File: src/hdl/plc_pkg.sv
// Package: sizes, codes and cell control type for the positional list store.
package plc_pkg;

  localparam int CAPACITY  = 64;
  localparam int ELEM_BITS = 32;
  localparam int IDX_W     = $clog2(CAPACITY);
  localparam int CNT_W     = $clog2(CAPACITY + 1);

  localparam logic [1:0] ACT_INSERT = 2'd0;
  localparam logic [1:0] ACT_REMOVE = 2'd1;
  localparam logic [1:0] ACT_PEEK   = 2'd2;

  localparam logic [1:0] ST_OK    = 2'd0;
  localparam logic [1:0] ST_RANGE = 2'd1;
  localparam logic [1:0] ST_FULL  = 2'd2;

  typedef logic [ELEM_BITS-1:0] elem_t;

  typedef struct packed {
    logic             ins_en;
    logic             rem_en;
    logic [IDX_W-1:0] pos;
    elem_t            wr_data;
  } plc_ctrl_t;

endpackage

File: src/hdl/plc_cell.sv
// One storage cell of the list: holds an entry, shifts with its neighbors.
module plc_cell (
  input  logic                    clk,
  input  logic [plc_pkg::IDX_W-1:0] cell_idx,
  input  plc_pkg::plc_ctrl_t      ctrl,
  input  plc_pkg::elem_t          left_data,
  input  plc_pkg::elem_t          right_data,
  output plc_pkg::elem_t          data_o,
  output plc_pkg::elem_t          hit_data
);
  import plc_pkg::*;

  elem_t data_r;
  elem_t data_nxt;
  logic  at_pos;
  logic  above_pos;

  assign at_pos    = (cell_idx == ctrl.pos);
  assign above_pos = (cell_idx > ctrl.pos);

  always_comb begin
    data_nxt = data_r;
    if (ctrl.ins_en && at_pos) begin
      data_nxt = ctrl.wr_data;
    end else if (ctrl.ins_en && above_pos) begin
      data_nxt = left_data;
    end else if (ctrl.rem_en && (at_pos || above_pos)) begin
      data_nxt = right_data;
    end
  end

  // entry payload, no reset: unwritten cells are never read
  always_ff @(posedge clk) begin
    data_r <= data_nxt;
  end

  assign data_o   = data_r;
  assign hit_data = at_pos ? data_r : '0;

endmodule

File: config.mk
export PLATFORM = sky130hd
export DESIGN_NAME = plc_cell
export DESIGN_NICKNAME = d
export VERILOG_FILES = /design/src/hdl/plc_pkg.sv /design/src/hdl/plc_cell.sv
export SDC_FILE = /design/constraint.sdc
export NUM_CORES = 1
export LEC_CHECK = 0
export ABC_AREA = 1
export BUFFER_PORTS_ARGS = -buffer_cell sky130_fd_sc_hd__clkbuf_2
export CAP_MARGIN = 20
export CORE_MARGIN = 4
export CORE_UTILIZATION = 45
export DETAILED_ROUTE_END_ITERATION = 10
export PLACE_DENSITY = 0.95
export SLEW_MARGIN = 20
export SYNTH_ARGS = -nofsm -noshare
export SYNTH_HDL_FRONTEND = slang
export SYNTH_SLANG_ARGS = --single-unit
File: constraint.sdc
create_clock -name clk -period 4 [get_ports clk]
set_input_delay 0 -clock clk [delete_from_list [all_inputs] [get_ports clk]]
set_output_delay 0 -clock clk [all_outputs]
set_load 0.03 [all_outputs]
**Word-level counts from Yosys, hierarchy flattened**

Index checks and enable logic that the tools add are counted.

- Register bits: 32
- Latch bits: 0
- Memory bits (writable): 0
- ROM bits: 0
- Memories kept: 0

- $add $sub $neg: 0
- Multiply operators: 0
- Div/mod/pow operators: 0
- $lt $le $gt $ge: 1
- Equality and inequality tests: 1
- Shift operators: 0
- Multiplexer cells: 4
- Bitwise operators: 0
- Reduce and logical (&&, ||, !) cells: 5

Operators by type and width:

| kind | count |
|---|---|
| $mux W32 | 4 |
| $eq A6 B6 Y1 | 1 |
| $gt A6 B6 Y1 | 1 |
| $logic_and A1 B1 Y1 | 3 |
| $reduce_bool A3 Y1 | 1 |
| $logic_or A1 B1 Y1 | 1 |

**Logic depth before layout (Yosys ltp)**

- Word-level depth: 6
- Mapped depth: 12
- Mapped depth without buffers: 11

**Least setup slack after synthesis**

OpenSTA, ideal clock, no wires.

- Path type: in2reg
- Start: in ctrl[37] (netlist name)
- End: reg data_r[0] (netlist: data_o[0]) (enable)
- Setup time: 0.387 ns
- Arrival time: 1.630 ns
- Data required time: 3.613 ns
- Setup slack: 1.983 ns
- Cell stages on the path: 9
- Cells stage by stage: inv_1 > ha_1 > nand2_1 > nor2_4 > nand2_2 > nand3_4 > buf_2 > o22ai_1 > inv_1

- Cells in the longest elaborated chain, start to end: 4
- Elaborated cells between the ends (all ways): 7

RTL lines:

| what | line | text |
|---|---|---|
| start, declared | plc_cell.sv:5 | `input plc_pkg::plc_ctrl_t ctrl,` |
| $gt A6 B6 Y1 or $eq A6 B6 Y1 (tied branches) | plc_cell.sv:19, plc_cell.sv:18 |  |
| $logic_or A1 B1 Y1 | plc_cell.sv:27 | `end else if (ctrl.rem_en && (at_pos \|\| above_pos)) begin` |
| $logic_and A1 B1 Y1 | plc_cell.sv:27 |  |
| $reduce_bool A3 Y1 (no source line) (*) | -- |  |
| end signal, assigned | plc_cell.sv:34 | `data_r <= data_nxt;` |
| end, declared | plc_cell.sv:13 | `elem_t data_r;` |

Mark *: on every way between the ends. The rest lies on a longest branch, timed or not.
A chain may end at the register's enable or synchronous reset.

**Worst setup path after layout**

- Start: in ctrl[37] (netlist name)
- End: reg data_r[26] (netlist: data_o[26]), data pin

- Cells in the longest elaborated chain, start to end: 4
- Elaborated cells between the ends (all ways): 6

RTL lines:

| what | line | text |
|---|---|---|
| $gt A6 B6 Y1 | plc_cell.sv:19 | `assign above_pos = (cell_idx > ctrl.pos);` |
| $logic_and A1 B1 Y1 | plc_cell.sv:25 | `end else if (ctrl.ins_en && above_pos) begin` |
| $mux W32 | plc_cell.sv:25 |  |
| $mux W32 (*) | plc_cell.sv:23 | `if (ctrl.ins_en && at_pos) begin` |
| named net data_nxt[26] | plc_cell.sv:14 | `elem_t data_nxt;` |

Mark *: on every way through the listed nets, which the timed path passes. The rest lies on a longest branch.

==> impl_results.md <==
* Average cell area after synthesis at 6.64 sq um
* Headroom to the max-slew limit at 0.418
* Clock transition at the register clock pins on the worst setup and hold paths after CTS at 0.06 ns
* Remaining global-route overflow at 0
* Postcts setup bufs at 0
* Final count of negative-setup-slack endpoints at 0
* Clock tree sinks at 32
* Vias in the first global route at 2744
* Number of max-slew violations in the final report at 0
* Antenna Violating Nets Remaining at 0
* Post-Synthesis Cells at 376
* CP Max Fanout at 33
* Pwr Density at 311 mW/mm^2
* Area grow syn2layout at 42.0%
* Die extent in x at 82.5 microns
* Delay of the slowest critical-path stage at 0.69 ns
* Drt drc at 0
* Proportion of netlist area held by the largest area contributor at 0.385
* CTS H-Tree Depth at 2
* DIE HEIGHT at 82.5 microns
* Worst Hold Class: in -> reg
* Post-synthesis register bit count at 32
* Sequential fraction of the synthesis area at 0.385
* Final Net Count at 670
* Worst-Margin Slew at 0.872 ns
* Setup total negative slack at 0 ns
* Number of antenna violations at the first check in global routing at 0
* DR WL/cell at 12.1 microns
* DR iter-0 viols at 130
* Kind of end point of the critical path: flop
* Die Footprint at 0.00680 sq mm
* CP Cell Sequence: clkbuf_2, inv_1, ha_1, nand2_1, nor2_4, a21oi_4, nand2_4, nand2_1, nand3_1, nand2_1
* Most numerous cell types in the synthesized netlist: sky130_fd_sc_hd__inv_1, sky130_fd_sc_hd__nand2_1, sky130_fd_sc_hd__nand3_1
* Number of enable flip-flop cells after synthesis at 32
* Overall fraction of global-route tracks in use at 0.218
* Weighted congestion reported at the end of routability-driven placement at 0.857
* Flip-flop cell with the highest count after synthesis: sky130_fd_sc_hd__edfxtp_1
* Unrepaired setup endpoints after global routing: no
* Number of antenna repair diodes at 0
* Initial core utilization at 0.476
* Number of hold-slack violations in the final timing report at 0
* Most frequent cell after synthesis: sky130_fd_sc_hd__inv_1
* Routed wire length at 7.51 mm
* Number of warnings printed during yosys synthesis at 0
* Tcrit/Tclk final at 0.473
* TritonCTS clock tree: built
* Number of primary I/O pins at 175
* Max Clk Rate at 528 MHz
* Fraction of registers with async set/reset at 0
* Via count at 2858
* Cell taking the most area after synthesis: sky130_fd_sc_hd__edfxtp_1
* Main area contributors after synthesis: sky130_fd_sc_hd__edfxtp_1, sky130_fd_sc_hd__inv_1, sky130_fd_sc_hd__nand2_1
* Most frequent cell on the critical path: sky130_fd_sc_hd__nand2_1
* Startpoint-to-endpoint class of the critical path: in -> reg
* Yosys cell types at 18
* Max Root-Sink Buffers at 2
* Pin count of the biggest net entering global routing at 35
* Routed vias/inst at 4.59
* Post-route worst hold slack at 0.00913 ns
* Synthesized area at 0.00249 sq mm
* Num rows at 26
* IO Port Bufs at 174
* Area of the core at 0.00524 sq mm
* Element type at the critical path start: input port
* Min Tclk post-route at 1.89 ns
* DR pass1 iterations at 4
* Ratio of cells with drive above 1 in the final layout at 0.345
* Data arrival time at the worst-slack endpoint at 2.03 ns
* Max Cap Viol at 0
* Crit path required time at 4.14 ns
* Post-DP HPWL at 5.85 mm
* Mapped Nets at 493
* TritonCTS Buffers at 5
* Worst voltage drop across the vdd grid at 0.000166 V
* Flip-flop count of the largest register after layout at 32
* Cell at the root of the clock tree: sky130_fd_sc_hd__clkbuf_8
* Outcome: finished, final reports clean
* First-pass GRT wire length at 11.4 mm
* CP max stage cell: sky130_fd_sc_hd__a21oi_4
* Leak pwr at 2.29 nW
## worst max-delay path, delay by kind of cell
family                     cells  cell delay, ns
and+or+nand+nor                6            0.94
AOI/OAI and AO/OA              1            0.69
adders and majority gates      1            0.28
buffers and inverters          2            0.10
## placed cells by master, fill, tap and decap left out
master                          synthesis  layout
sky130_fd_sc_hd__nand2_2                3       3
sky130_fd_sc_hd__buf_4                  0       2
sky130_fd_sc_hd__clkbuf_1               3       1
sky130_fd_sc_hd__nand3_1               64      64
sky130_fd_sc_hd__a21oi_1                1       1
sky130_fd_sc_hd__dlygate4sd3_1          0      12
sky130_fd_sc_hd__inv_2                  1       1
sky130_fd_sc_hd__clkbuf_2               0     174
sky130_fd_sc_hd__nor2_4                 1       1
sky130_fd_sc_hd__inv_1                109     109
sky130_fd_sc_hd__clkinv_2               1       2
sky130_fd_sc_hd__nand2_4                1       1
sky130_fd_sc_hd__a21oi_4                1       1
sky130_fd_sc_hd__nand3_4                1       1
sky130_fd_sc_hd__edfxtp_1              32      32
sky130_fd_sc_hd__ha_1                   6       6
sky130_fd_sc_hd__clkbuf_8               0       5
sky130_fd_sc_hd__nand2_1              104     104
sky130_fd_sc_hd__nor2_1                32      32
sky130_fd_sc_hd__o22ai_1                1       1
## power breakdown
group / switching (mW) / internal, mW
clock: 0.105 / 0.118
sequential: 0.0312 / 0.443
combinational: 0.273 / 0.132
## kinds of logic (layout without fill, tap and decap cells)
group / after synthesis / count (layout) / synth area share
adder cells (fa/ha/maj): 6 / 6 / 0.0301
flip-flops: 32 / 32 / 0.385
buffers and inverters: 129 / 306 / 0.217
AND/OR/NAND/NOR: 206 / 206 / 0.357
AO/OA/AOI/OAI: 3 / 3 / 0.0110
## per-stage QoR
| step | instance area (sq um) | cells | power, mW | utilization | setup WS [ns] |
|---|---|---|---|---|---|
| 4_1_cts | 3540 | 623 | 1.11 | 0.676 | 2.13 |
| 2_1_floorplan | 2490 | 376 | 0.739 | - | 1.98 |
| 6_report | 3540 | 623 | 1.10 | 0.676 | 2.11 |
| 3_3_place_gp | 3340 | 604 | 0.862 | 0.639 | 1.91 |
| 3_5_place_dp | 3340 | 604 | 0.878 | 0.639 | 1.85 |
| 5_1_grt | 3540 | 623 | 1.18 | 0.676 | 1.93 |
## area by class of cell
cell class	count	area [sq um]
Fill cell	433	1700
Timing Repair Buffer	188	1010
Multi-Input combinational cell	215	992
Sequential cell	32	961
Inverter	111	418
Tap cell	70	87.6
Clock buffer	6	72.6
Clock inverter	1	5.00
## metal layers
metal | GRT usage | vias up | routed length (microns) | part of all wire
li1 | - | 1463 | - | -
met4 | 0.0781 | 0 | 143 | 0.019
met5 | 0 | - | 0 | 0
met1 | 0.212 | 1244 | 2550 | 0.34
met2 | 0.443 | 137 | 4160 | 0.55
met3 | 0.0445 | 14 | 648 | 0.086
## timing repair
item                                    in CTS  in global routing
hold endpoints to repair                    12                  0
resized for setup                            0                  0
endpoints found under the setup margin       0                  0
hold buffers                                12                  0
## final timing paths
check	end	depth (start not counted)	from
min	data_o[27]	3	ctrl[27]
max	data_o[26]	10	ctrl[37]
(Power assumes the default switching activity.)
